## config.mk

```make
export PLATFORM = sky130hd
export DESIGN_NAME = sorted_block_request_queue_unit
export DESIGN_NICKNAME = d
export VERILOG_FILES = /design/src/sbrq_pkg.sv /design/src/sbrq_store.sv /design/src/sbrq_ctrl.sv /design/src/sorted_block_request_queue_unit.sv
export SDC_FILE = /design/constraint.sdc
export NUM_CORES = 2
export LEC_CHECK = 0
export BUFFER_PORTS_ARGS = -buffer_cell sky130_fd_sc_hd__clkbuf_2
export CORE_UTILIZATION = 35
export DETAILED_ROUTE_END_ITERATION = 10
export GPL_TIMING_DRIVEN = 0
export SETUP_SLACK_MARGIN = 0.1
export SLEW_MARGIN = 20
export SYNTH_ARGS = -nofsm -noshare
export SYNTH_HDL_FRONTEND = slang
export SYNTH_SLANG_ARGS = --single-unit
```

## constraint.sdc

```tcl
create_clock -name clock -period 11 [get_ports clock]
set_clock_uncertainty 0.2 [all_clocks]
set_input_delay 1.65 -clock clock [delete_from_list [all_inputs] [get_ports clock]]
set_output_delay 1.65 -clock clock [all_outputs]
set_load 0.01 [all_outputs]
```

## src/sbrq_pkg.sv

```systemverilog
// -----------------------------------------------------------------------------
// Sorted block request queue package
// Sizes, codes and word types shared by the queue modules.
// -----------------------------------------------------------------------------
package sbrq_pkg;

   localparam int SLOTS  = 32;
   localparam int SLOT_W = 5;
   localparam int CNT_W  = 6;

   localparam logic [7:0] MERGE_LIMIT_RESET = 8'd10;

   localparam logic [2:0] KIND_APPEND = 3'd0;
   localparam logic [2:0] KIND_INSERT = 3'd1;
   localparam logic [2:0] KIND_FIND   = 3'd2;
   localparam logic [2:0] KIND_MERGE  = 3'd3;
   localparam logic [2:0] KIND_REMOVE = 3'd4;
   localparam logic [2:0] KIND_NEXT   = 3'd5;
   localparam logic [2:0] KIND_UPDATE = 3'd6;

   localparam logic [1:0] STAT_OK   = 2'd0;
   localparam logic [1:0] STAT_NONE = 2'd1;
   localparam logic [1:0] STAT_FULL = 2'd2;

   typedef struct packed {
      logic [2:0]        kind;
      logic [30:0]       block_number;
      logic [7:0]        op_code;
      logic [7:0]        merge_count_in;
      logic [SLOT_W-1:0] slot_in;
   } req_type;

   typedef struct packed {
      logic [1:0]        status;
      logic [SLOT_W-1:0] slot_out;
      logic [30:0]       found_block;
      logic [7:0]        found_op;
      logic [7:0]        found_merge_count;
      logic              is_empty;
      logic [CNT_W-1:0]  entry_count;
   } rsp_type;

   typedef struct packed {
      logic [30:0] blk;
      logic [7:0]  op;
      logic [7:0]  merges;
   } entry_type;

   typedef struct packed {
      logic [SLOT_W-1:0] nxt;
      logic [SLOT_W-1:0] prv;
   } link_type;

   typedef struct packed {
      logic              rd_en;
      logic [SLOT_W-1:0] rd_addr;
      logic [SLOT_W-1:0] wr_addr;
      entry_type         wr_entry;
      logic              wr_entry_en;
      logic              wr_merges_en;
      link_type          wr_link;
      logic              wr_next_en;
      logic              wr_prev_en;
   } mem_req_type;

endpackage

```

## src/sbrq_store.sv

```systemverilog
// -----------------------------------------------------------------------------
// Sorted block request queue: entry store
// Entry data and link memories, one write address and one registered read.
// -----------------------------------------------------------------------------
module sbrq_store (
   input  logic                 clock,
   input  sbrq_pkg::mem_req_type mem_req,
   output sbrq_pkg::entry_type  rd_entry,
   output sbrq_pkg::link_type   rd_link
);

   sbrq_pkg::entry_type data_mem [sbrq_pkg::SLOTS];
   sbrq_pkg::link_type  link_mem [sbrq_pkg::SLOTS];
   sbrq_pkg::entry_type rd_entry_ff;
   sbrq_pkg::link_type  rd_link_ff;

   always_ff @(posedge clock) begin
      if (mem_req.wr_entry_en) begin
         data_mem[mem_req.wr_addr] <= mem_req.wr_entry;
      end else if (mem_req.wr_merges_en) begin
         data_mem[mem_req.wr_addr].merges <= mem_req.wr_entry.merges;
      end
      if (mem_req.wr_next_en) begin
         link_mem[mem_req.wr_addr].nxt <= mem_req.wr_link.nxt;
      end
      if (mem_req.wr_prev_en) begin
         link_mem[mem_req.wr_addr].prv <= mem_req.wr_link.prv;
      end
      if (mem_req.rd_en) begin
         rd_entry_ff <= data_mem[mem_req.rd_addr];
         rd_link_ff  <= link_mem[mem_req.rd_addr];
      end
   end

   assign rd_entry = rd_entry_ff;
   assign rd_link  = rd_link_ff;

endmodule

```

## src/sbrq_ctrl.sv

```systemverilog
// -----------------------------------------------------------------------------
// Sorted block request queue: sequencer
// Walks the linked order through the store, one entry read per cycle.
// -----------------------------------------------------------------------------
module sbrq_ctrl (
   input  logic                  clock,
   input  logic                  reset,
   input  logic                  req_valid,
   output logic                  req_ready,
   input  sbrq_pkg::req_type     req_data,
   input  logic [7:0]            merge_limit,
   output logic                  res_valid,
   input  logic                  res_ready,
   output sbrq_pkg::rsp_type     res_data,
   output sbrq_pkg::mem_req_type mem_req,
   input  sbrq_pkg::entry_type   rd_entry,
   input  sbrq_pkg::link_type    rd_link
);

   typedef enum logic [4:0] {
      S_IDLE, S_DISPATCH, S_INS_HEAD, S_HEAD_PREV, S_INS_TAIL, S_LINK_TAIL,
      S_INS_WALK, S_INS_LU, S_INS_LV, S_FIND, S_MRG_TAIL, S_MRG_HEAD,
      S_MRG_WALK, S_RM_CHK, S_RM_W2, S_NX_LINK, S_NX_DATA, S_UPD, S_RESP
   } state_type;

   localparam logic [sbrq_pkg::CNT_W-1:0] SLOTS_CNT = sbrq_pkg::CNT_W'(sbrq_pkg::SLOTS);

   state_type                     state_ff;
   sbrq_pkg::req_type             item_ff;
   logic [sbrq_pkg::SLOTS-1:0]    used_ff;
   logic [sbrq_pkg::SLOT_W-1:0]   head_ff, tail_ff, p_ff, u_ff, unext_ff;
   logic [sbrq_pkg::CNT_W-1:0]    count_ff, n_ff;
   sbrq_pkg::entry_type           ue_ff;
   sbrq_pkg::link_type            lnk_ff;
   sbrq_pkg::rsp_type             res_ff;

   logic [sbrq_pkg::SLOT_W-1:0]   free_slot;
   logic                          full;
   logic [sbrq_pkg::SLOT_W-1:0]   sl;
   logic                          sl_ok;
   logic [30:0]                   blk;
   sbrq_pkg::entry_type           item_entry;
   logic [sbrq_pkg::CNT_W-1:0]    n_inc;
   logic                          walk_go, ins_hit, mrg_key, key_hit, mrg_ok;

   function automatic sbrq_pkg::rsp_type res_ok(logic [sbrq_pkg::SLOT_W-1:0] s,
                                                sbrq_pkg::entry_type e);
      sbrq_pkg::rsp_type r;
      r                   = '0;
      r.status            = sbrq_pkg::STAT_OK;
      r.slot_out          = s;
      r.found_block       = e.blk;
      r.found_op          = e.op;
      r.found_merge_count = e.merges;
      return r;
   endfunction

   function automatic sbrq_pkg::rsp_type res_bad(logic [1:0] st);
      sbrq_pkg::rsp_type r;
      r        = '0;
      r.status = st;
      return r;
   endfunction

   // lowest free slot
   always_comb begin
      free_slot = '0;
      for (int i = sbrq_pkg::SLOTS - 1; i >= 0; i--) begin
         if (!used_ff[i]) begin
            free_slot = sbrq_pkg::SLOT_W'(i);
         end
      end
   end

   assign full       = &used_ff;
   assign sl         = item_ff.slot_in;
   assign sl_ok      = used_ff[sl];
   assign blk        = item_ff.block_number;
   assign item_entry = '{blk: blk, op: item_ff.op_code, merges: item_ff.merge_count_in};
   assign n_inc      = n_ff + 1'b1;
   assign walk_go    = (unext_ff != tail_ff) && (n_inc < SLOTS_CNT);
   assign ins_hit    = (ue_ff.blk <= blk) && (blk < rd_entry.blk);
   assign mrg_key    = (ue_ff.blk == blk) && (blk < rd_entry.blk);
   assign key_hit    = (rd_entry.blk == blk) && (rd_entry.op == item_ff.op_code);
   assign mrg_ok     = (ue_ff.op == item_ff.op_code) && (ue_ff.merges < merge_limit);

   assign req_ready = (state_ff == S_IDLE);
   assign res_valid = (state_ff == S_RESP);

   always_comb begin
      res_data             = res_ff;
      res_data.is_empty    = (count_ff == '0);
      res_data.entry_count = count_ff;
   end

   // store requests
   always_comb begin
      mem_req = '0;
      unique case (state_ff)
         S_DISPATCH: begin
            unique case (item_ff.kind)
               sbrq_pkg::KIND_APPEND, sbrq_pkg::KIND_INSERT: begin
                  if (!full) begin
                     if (count_ff == '0) begin
                        mem_req.wr_addr     = p_ff;
                        mem_req.wr_entry    = item_entry;
                        mem_req.wr_entry_en = 1'b1;
                     end else if (item_ff.kind == sbrq_pkg::KIND_INSERT) begin
                        mem_req.rd_en   = 1'b1;
                        mem_req.rd_addr = head_ff;
                     end else begin
                        mem_req.wr_addr     = p_ff;
                        mem_req.wr_entry    = item_entry;
                        mem_req.wr_entry_en = 1'b1;
                        mem_req.wr_link.prv = tail_ff;
                        mem_req.wr_prev_en  = 1'b1;
                     end
                  end
               end
               sbrq_pkg::KIND_FIND: begin
                  mem_req.rd_en   = (count_ff != '0);
                  mem_req.rd_addr = head_ff;
               end
               sbrq_pkg::KIND_MERGE: begin
                  mem_req.rd_en   = (count_ff != '0);
                  mem_req.rd_addr = tail_ff;
               end
               sbrq_pkg::KIND_REMOVE, sbrq_pkg::KIND_UPDATE: begin
                  mem_req.rd_en   = sl_ok;
                  mem_req.rd_addr = sl;
               end
               sbrq_pkg::KIND_NEXT: begin
                  mem_req.rd_en   = sl_ok && ((sl != tail_ff) || (sl != head_ff));
                  mem_req.rd_addr = (sl != tail_ff) ? sl : head_ff;
               end
               default: ;
            endcase
         end
         S_INS_HEAD: begin
            if (blk < rd_entry.blk) begin
               mem_req.wr_addr     = p_ff;
               mem_req.wr_entry    = item_entry;
               mem_req.wr_entry_en = 1'b1;
               mem_req.wr_link.nxt = head_ff;
               mem_req.wr_next_en  = 1'b1;
            end else begin
               mem_req.rd_en   = 1'b1;
               mem_req.rd_addr = tail_ff;
            end
         end
         S_HEAD_PREV: begin
            mem_req.wr_addr     = head_ff;
            mem_req.wr_link.prv = p_ff;
            mem_req.wr_prev_en  = 1'b1;
         end
         S_INS_TAIL: begin
            if (blk >= rd_entry.blk) begin
               mem_req.wr_addr     = p_ff;
               mem_req.wr_entry    = item_entry;
               mem_req.wr_entry_en = 1'b1;
               mem_req.wr_link.prv = tail_ff;
               mem_req.wr_prev_en  = 1'b1;
            end else begin
               mem_req.rd_en   = (u_ff != tail_ff);
               mem_req.rd_addr = unext_ff;
            end
         end
         S_LINK_TAIL: begin
            mem_req.wr_addr     = tail_ff;
            mem_req.wr_link.nxt = p_ff;
            mem_req.wr_next_en  = 1'b1;
         end
         S_INS_WALK: begin
            if (ins_hit) begin
               mem_req.wr_addr     = p_ff;
               mem_req.wr_entry    = item_entry;
               mem_req.wr_entry_en = 1'b1;
               mem_req.wr_link     = '{nxt: unext_ff, prv: u_ff};
               mem_req.wr_next_en  = 1'b1;
               mem_req.wr_prev_en  = 1'b1;
            end else begin
               mem_req.rd_en   = walk_go;
               mem_req.rd_addr = rd_link.nxt;
            end
         end
         S_INS_LU: begin
            mem_req.wr_addr     = u_ff;
            mem_req.wr_link.nxt = p_ff;
            mem_req.wr_next_en  = 1'b1;
         end
         S_INS_LV: begin
            mem_req.wr_addr     = unext_ff;
            mem_req.wr_link.prv = p_ff;
            mem_req.wr_prev_en  = 1'b1;
         end
         S_FIND: begin
            mem_req.rd_en   = !key_hit && (n_inc < count_ff);
            mem_req.rd_addr = rd_link.nxt;
         end
         S_MRG_TAIL: begin
            mem_req.rd_en   = !(key_hit && (rd_entry.merges < merge_limit)) &&
                              (head_ff != tail_ff);
            mem_req.rd_addr = head_ff;
         end
         S_MRG_HEAD: begin
            mem_req.rd_en   = 1'b1;
            mem_req.rd_addr = rd_link.nxt;
         end
         S_MRG_WALK: begin
            mem_req.rd_en   = !mrg_key && walk_go;
            mem_req.rd_addr = rd_link.nxt;
         end
         S_RM_CHK: begin
            if ((count_ff > 6'd1) && (sl != head_ff) && (sl != tail_ff)) begin
               mem_req.wr_addr     = rd_link.prv;
               mem_req.wr_link.nxt = rd_link.nxt;
               mem_req.wr_next_en  = 1'b1;
            end
         end
         S_RM_W2: begin
            mem_req.wr_addr     = lnk_ff.nxt;
            mem_req.wr_link.prv = lnk_ff.prv;
            mem_req.wr_prev_en  = 1'b1;
         end
         S_NX_LINK: begin
            mem_req.rd_en   = 1'b1;
            mem_req.rd_addr = rd_link.nxt;
         end
         S_UPD: begin
            mem_req.wr_addr         = sl;
            mem_req.wr_entry.merges = item_ff.merge_count_in;
            mem_req.wr_merges_en    = 1'b1;
         end
         default: ;
      endcase
   end

   always_ff @(posedge clock) begin
      if (reset) begin
         state_ff <= S_IDLE;
         used_ff  <= '0;
         head_ff  <= '0;
         tail_ff  <= '0;
         count_ff <= '0;
      end else begin
         unique case (state_ff)
            S_IDLE: begin
               if (req_valid) begin
                  item_ff  <= req_data;
                  p_ff     <= free_slot;
                  state_ff <= S_DISPATCH;
               end
            end
            S_DISPATCH: begin
               state_ff <= S_RESP;
               res_ff   <= res_bad(sbrq_pkg::STAT_NONE);
               n_ff     <= '0;
               unique case (item_ff.kind)
                  sbrq_pkg::KIND_APPEND, sbrq_pkg::KIND_INSERT: begin
                     if (full) begin
                        res_ff <= res_bad(sbrq_pkg::STAT_FULL);
                     end else if (count_ff == '0) begin
                        used_ff[p_ff] <= 1'b1;
                        count_ff      <= count_ff + 1'b1;
                        head_ff       <= p_ff;
                        tail_ff       <= p_ff;
                        res_ff        <= res_ok(p_ff, item_entry);
                     end else if (item_ff.kind == sbrq_pkg::KIND_INSERT) begin
                        state_ff <= S_INS_HEAD;
                     end else begin
                        state_ff <= S_LINK_TAIL;
                     end
                  end
                  sbrq_pkg::KIND_FIND: begin
                     u_ff <= head_ff;
                     if (count_ff != '0) state_ff <= S_FIND;
                  end
                  sbrq_pkg::KIND_MERGE: begin
                     if (count_ff != '0) state_ff <= S_MRG_TAIL;
                  end
                  sbrq_pkg::KIND_REMOVE: begin
                     if (sl_ok) state_ff <= S_RM_CHK;
                  end
                  sbrq_pkg::KIND_UPDATE: begin
                     if (sl_ok) state_ff <= S_UPD;
                  end
                  sbrq_pkg::KIND_NEXT: begin
                     if (sl_ok && (sl != tail_ff)) begin
                        state_ff <= S_NX_LINK;
                     end else if (sl_ok && (sl != head_ff)) begin
                        u_ff     <= head_ff;
                        state_ff <= S_NX_DATA;
                     end
                  end
                  default: ;
               endcase
            end
            S_INS_HEAD: begin
               u_ff     <= head_ff;
               ue_ff    <= rd_entry;
               unext_ff <= rd_link.nxt;
               state_ff <= (blk < rd_entry.blk) ? S_HEAD_PREV : S_INS_TAIL;
            end
            S_HEAD_PREV: begin
               used_ff[p_ff] <= 1'b1;
               count_ff      <= count_ff + 1'b1;
               head_ff       <= p_ff;
               res_ff        <= res_ok(p_ff, item_entry);
               state_ff      <= S_RESP;
            end
            S_INS_TAIL: begin
               if (blk >= rd_entry.blk) begin
                  state_ff <= S_LINK_TAIL;
               end else if (u_ff != tail_ff) begin
                  state_ff <= S_INS_WALK;
               end else begin
                  res_ff   <= res_bad(sbrq_pkg::STAT_NONE);
                  state_ff <= S_RESP;
               end
            end
            S_LINK_TAIL: begin
               used_ff[p_ff] <= 1'b1;
               count_ff      <= count_ff + 1'b1;
               tail_ff       <= p_ff;
               res_ff        <= res_ok(p_ff, item_entry);
               state_ff      <= S_RESP;
            end
            S_INS_WALK: begin
               // read data here belongs to the successor of u
               if (ins_hit) begin
                  state_ff <= S_INS_LU;
               end else begin
                  u_ff     <= unext_ff;
                  ue_ff    <= rd_entry;
                  unext_ff <= rd_link.nxt;
                  n_ff     <= n_inc;
                  if (!walk_go) begin
                     res_ff   <= res_bad(sbrq_pkg::STAT_NONE);
                     state_ff <= S_RESP;
                  end
               end
            end
            S_INS_LU: begin
               state_ff <= S_INS_LV;
            end
            S_INS_LV: begin
               used_ff[p_ff] <= 1'b1;
               count_ff      <= count_ff + 1'b1;
               res_ff        <= res_ok(p_ff, item_entry);
               state_ff      <= S_RESP;
            end
            S_FIND: begin
               if (key_hit) begin
                  res_ff   <= res_ok(u_ff, rd_entry);
                  state_ff <= S_RESP;
               end else if (n_inc < count_ff) begin
                  u_ff <= rd_link.nxt;
                  n_ff <= n_inc;
               end else begin
                  res_ff   <= res_bad(sbrq_pkg::STAT_NONE);
                  state_ff <= S_RESP;
               end
            end
            S_MRG_TAIL: begin
               if (key_hit && (rd_entry.merges < merge_limit)) begin
                  res_ff   <= res_ok(tail_ff, rd_entry);
                  state_ff <= S_RESP;
               end else if (head_ff != tail_ff) begin
                  u_ff     <= head_ff;
                  state_ff <= S_MRG_HEAD;
               end else begin
                  res_ff   <= res_bad(sbrq_pkg::STAT_NONE);
                  state_ff <= S_RESP;
               end
            end
            S_MRG_HEAD: begin
               ue_ff    <= rd_entry;
               unext_ff <= rd_link.nxt;
               state_ff <= S_MRG_WALK;
            end
            S_MRG_WALK: begin
               if (mrg_key) begin
                  res_ff   <= mrg_ok ? res_ok(u_ff, ue_ff) : res_bad(sbrq_pkg::STAT_NONE);
                  state_ff <= S_RESP;
               end else begin
                  u_ff     <= unext_ff;
                  ue_ff    <= rd_entry;
                  unext_ff <= rd_link.nxt;
                  n_ff     <= n_inc;
                  if (!walk_go) begin
                     res_ff   <= res_bad(sbrq_pkg::STAT_NONE);
                     state_ff <= S_RESP;
                  end
               end
            end
            S_RM_CHK: begin
               lnk_ff <= rd_link;
               res_ff <= res_ok(sl, rd_entry);
               if (count_ff <= 6'd1) begin
                  head_ff <= '0;
                  tail_ff <= '0;
               end else if (sl == head_ff) begin
                  head_ff <= rd_link.nxt;
               end else if (sl == tail_ff) begin
                  tail_ff <= rd_link.prv;
               end
               if ((count_ff > 6'd1) && (sl != head_ff) && (sl != tail_ff)) begin
                  state_ff <= S_RM_W2;
               end else begin
                  used_ff[sl] <= 1'b0;
                  count_ff    <= count_ff - 1'b1;
                  state_ff    <= S_RESP;
               end
            end
            S_RM_W2: begin
               used_ff[sl] <= 1'b0;
               count_ff    <= count_ff - 1'b1;
               state_ff    <= S_RESP;
            end
            S_NX_LINK: begin
               u_ff     <= rd_link.nxt;
               state_ff <= S_NX_DATA;
            end
            S_NX_DATA: begin
               res_ff   <= res_ok(u_ff, rd_entry);
               state_ff <= S_RESP;
            end
            S_UPD: begin
               res_ff   <= res_ok(sl, '{blk: rd_entry.blk, op: rd_entry.op,
                                        merges: item_ff.merge_count_in});
               state_ff <= S_RESP;
            end
            S_RESP: begin
               if (res_ready) state_ff <= S_IDLE;
            end
            default: state_ff <= S_IDLE;
         endcase
      end
   end

endmodule

```

## src/sorted_block_request_queue_unit.sv

```systemverilog
// -----------------------------------------------------------------------------
// Sorted block request queue unit
// Linked request table with ordered insert, searches and circular next.
// -----------------------------------------------------------------------------
// Usage:
//   req_* carries one request word (kind, block, op, merge count, slot);
//   rsp_* returns exactly one result word per request; csr_* writes the
//   merge limit and is always ready; write it only while the unit is idle.
// Operation:
//   One request is in flight at a time. Find, find-mergeable and
//   mid-order insert walk the linked order with one store read per
//   cycle, bounded by the single read port of the entry store.
// Reset:
//   Synchronous; the table empties at once (slot valid bits cleared),
//   the merge limit returns to 10. No clearing pass.
// Stall:
//   A result waits in the output register while rsp_ready is low; the
//   next request is taken meanwhile and stops at its own result.
// -----------------------------------------------------------------------------
module sorted_block_request_queue_unit (
   input  logic              clock,
   input  logic              reset,
   input  logic              req_valid,
   output logic              req_ready,
   input  sbrq_pkg::req_type req_data,
   output logic              rsp_valid,
   input  logic              rsp_ready,
   output sbrq_pkg::rsp_type rsp_data,
   input  logic              csr_valid,
   output logic              csr_ready,
   input  logic [7:0]        csr_data
);

   logic [7:0]            merge_limit_ff;
   logic                  rsp_valid_ff;
   sbrq_pkg::rsp_type     rsp_data_ff;
   logic                  res_valid, res_ready;
   sbrq_pkg::rsp_type     res_data;
   sbrq_pkg::mem_req_type mem_req;
   sbrq_pkg::entry_type   rd_entry;
   sbrq_pkg::link_type    rd_link;

   assign csr_ready = 1'b1;
   assign res_ready = !rsp_valid_ff || rsp_ready;

   always_ff @(posedge clock) begin
      if (reset) begin
         merge_limit_ff <= sbrq_pkg::MERGE_LIMIT_RESET;
         rsp_valid_ff   <= 1'b0;
      end else begin
         if (csr_valid) merge_limit_ff <= csr_data;
         if (res_ready) begin
            rsp_valid_ff <= res_valid;
            if (res_valid) rsp_data_ff <= res_data;
         end
      end
   end

   assign rsp_valid = rsp_valid_ff;
   assign rsp_data  = rsp_data_ff;

   sbrq_ctrl u_ctrl (
      .clock       (clock),
      .reset       (reset),
      .req_valid   (req_valid),
      .req_ready   (req_ready),
      .req_data    (req_data),
      .merge_limit (merge_limit_ff),
      .res_valid   (res_valid),
      .res_ready   (res_ready),
      .res_data    (res_data),
      .mem_req     (mem_req),
      .rd_entry    (rd_entry),
      .rd_link     (rd_link)
   );

   sbrq_store u_store (
      .clock    (clock),
      .mem_req  (mem_req),
      .rd_entry (rd_entry),
      .rd_link  (rd_link)
   );

endmodule

```

==> impl_metrics.tcl <==
set metrics [dict create \
    seq_power_share_pct 45.0 \
    synth_area_leaders "edfxtp_1 (72%), nand2_1 (6.3%), mux2i_1 (3.3%)" \
    viasPerCell 5.64 \
    clock_sinks 2191 \
    power_density_mw_per_mm2 224 \
    tns_ns 0 \
    wirelength_um 293000 \
    grt_setup_unrepaired "no" \
    core_mm2 0.252 \
    cp_num_buf_inv 5 \
    syn_inst 6345 \
    cts_tree "yes" \
    synth_most_common_cell "edfxtp_1" \
    synth.top_cell.area_share_pct 71.9 \
    antenna_found_initial 22 \
    hold_viol 0 \
    initial_core_util_pct 35.3 \
    cts-root-buf "clkbuf_16" \
    grt_max_degree 34 \
    grt_pass1_wl_um 412000 \
    cts_buffers 213 \
    ant_nets 0 \
    vdd_drop_max_uv 151 \
    clkSlewWorstSetupHoldPaths_ns 0.06 \
    syn_nets 6498 \
    drt_iter0_drc 7773 \
    dr.pass1.iters 9 \
    finish.utilization_pct 40.8 \
    final_cells 10335 \
    grt_pass1_vias 55670 \
    final_max_slew_viol_count 0 \
    vias 58252 \
    tightestPinTransition_ns 1.13 \
    clk_latency_ns 0.90 \
    relSlewSlack_pct 24.7 \
    switching_share_pct 32.8 \
    rows 184 \
    ys_seq_area_share_pct 73.3 \
    synth-seq-cells 2191 \
    p_sw_w 0.00755 \
    p_leak_nw 35.7 \
    p_clk_share_pct 31.5 \
    ys_types 78 \
    power_frac_comb_pct 23.5 \
    whs_ns 0.258 \
    cp.arrival_ns 8.01 \
    setup_viol 0 \
    dieArea_mm2 0.256 \
    areaGrowthSynthToFinish_pct 15.7 \
    clockBufferDepth 3 \
    grt.overflow.total 0 \
    synth_top_area_cell "edfxtp_1" \
    die_w_um 506 \
    crit_required_ns 11.35 \
    critPathCaptureType "register" \
    route.detailed.drc 0 \
    outcome "complete, no violations" \
    max_freq_mhz 131 \
    r2r_setup_slack_ns 3.34 \
    place_ws_ns 3.52 \
    dieHeight_um 506 \
    synth_top_flop_cell "edfxtp_1" \
    cts-resized-gates 0 \
    wire_per_inst_um 28.4 \
    port_buffers 129 \
    grt_usage_pct 22.4 \
    synthArstFlopShare_pct 0 \
    ys_top_cells_by_count "edfxtp_1 (2,129), nand2_1 (1,486), nand3_1 (367)" \
    internal-power_w 0.0155 \
    syn_area_mm2 0.0889 \
    hold_buffers 0 \
    gp_congestion 0.916 \
    crit_chain "inv_1 -> ha_1 -> a21oi_1 -> a21oi_1 -> o221ai_1 -> o211ai_1 -> a221o_1 -> nor3_2 -> or4b_1 -> buf_2 -> buf_2 -> clkbuf_2 -> nand2_1 -> nor2_4 -> buf_12" \
    drive_gt1_share_pct 12.2 \
    hpwl_um 212000 \
    nNetsFinal 6953 \
    cap_violations 0 \
    postSynthAreaPerCell_um2 14.0 \
    start_kind "register" \
    setup_ws_ns 3.34 \
    period_needed_ns 7.66 \
    synth_edf_count 2129 \
    io-pin-count 132 \
    cts_setup_buffers 0 \
    cpPeakStageDelay_ns 0.86 \
    worst-setup-path-type "reg -> reg" \
    cts_max_level 4 \
    cp_max_fo 18 \
    hold_path.class "reg -> reg" \
    critPathSlowestCell "nor2_4" \
    placed_cells 9933 \
    path_delay_family "simple AND/OR/NAND/NOR gates" \
    fin_crit_sh_pct 69.7 \
    ys.warnings.count 0 \
]
layer usage:
metal | vias up | track usage, % | routed length, µm
met1 | 29638 | 30.8 | 121000
met5 | - | 0 | 13
met2 | 3000 | 35.4 | 134000
met3 | 518 | 3.96 | 25700
met4 | 2 | 8.51 | 11900
li1 | 25094 | - | -
cell usage in the layout, fill, tap and decap left out, drive strengths merged, types with 21 or more instances in the layout:
cell type / n
mux2i: 293
xnor2: 32
a22oi: 21
ha: 85
clkbuf: 629
and2: 55
o21ai: 39
a222oi: 70
a32oi: 286
dfxtp: 62
a31oi: 183
nor4: 70
inv: 112
nand3: 367
nor3: 43
edfxtp: 2129
nand4: 27
nor2: 211
a21oi: 84
buf: 262
nand2: 1486
a211oi: 45
clkinv: 93
a21boi: 63
metrics by stage:
step | total power [W] | cell area, µm²
after floorplan | 0.0132 | 88900
after global placement | 0.0157 | 93800
after detailed placement | 0.0158 | 96000
after CTS | 0.0230 | 103000
after global routing | 0.0237 | 103000
final | 0.0230 | 103000
registers in the layout, indices dropped and copies added (netlist names), 8 cells and up:
register           count
u_ctrl.res_data       54
rsp_data              61
u_store.link_mem     320
u_store.rd_link       10
u_store.data_mem    1504
u_ctrl.blk            31
u_ctrl.item_entry     16
merge_limit_ff         8
u_store.rd_entry      47
u_ctrl.lnk_ff         10
u_ctrl.ue_ff          47
u_ctrl.used_ff        32
layout make-up:
class | instances | area (µm²)
fill | 22939 | 149000
sequential | 2191 | 65200
multi-input combinational | 3661 | 21900
clock buffer | 262 | 5600
tap | 3348 | 4190
timing repair buffer | 240 | 2510
buffer | 389 | 1890
clock inverter | 129 | 1210
inverter | 104 | 390
antenna | 11 | 27.5
cells by family after synthesis:
group | share of synthesized area (%)
xor+xnor | 0.502
buf+inv | 2.55
flops | 73.3
simple gates | 11.3
fa+ha+maj | 1.20
compound gates | 7.61
other cells | 0.00422
mux | 3.59
worst reg2reg max path: cells and delay by family (launching register included):
kind                     cells  cell delay [ns]
AND/OR/NAND/NOR              4             2.38
buffers and inverters        5             2.05
adder cells (fa/ha/maj)      1             0.34
AO/OA/AOI/OAI                5             1.66
flip-flops                   1             0.65
power groups by stage:
stage	clock network [W]	logic, W	registers (W)
global placement	0	0.00507	0.0106
floorplan	0	0.00290	0.0103
detailed placement	0	0.00531	0.0105
finish	0.00724	0.00541	0.0104
global route	0.00762	0.00571	0.0104
CTS	0.00731	0.00534	0.0104
final timing paths:
| path | startpoint | endpoint | depth (start not counted) |
|---|---|---|---|
| setup / recovery | u_ctrl.blk[2] | u_store.data_mem[6][35] | 15 |
| hold / removal | u_ctrl.res_data[30] | rsp_data[30] | 0 |
| setup reg to reg | u_ctrl.blk[2] | u_store.data_mem[6][35] | 15 |
| hold reg to reg | u_ctrl.res_data[30] | rsp_data[30] | 0 |
(Power assumes the default switching activity.)
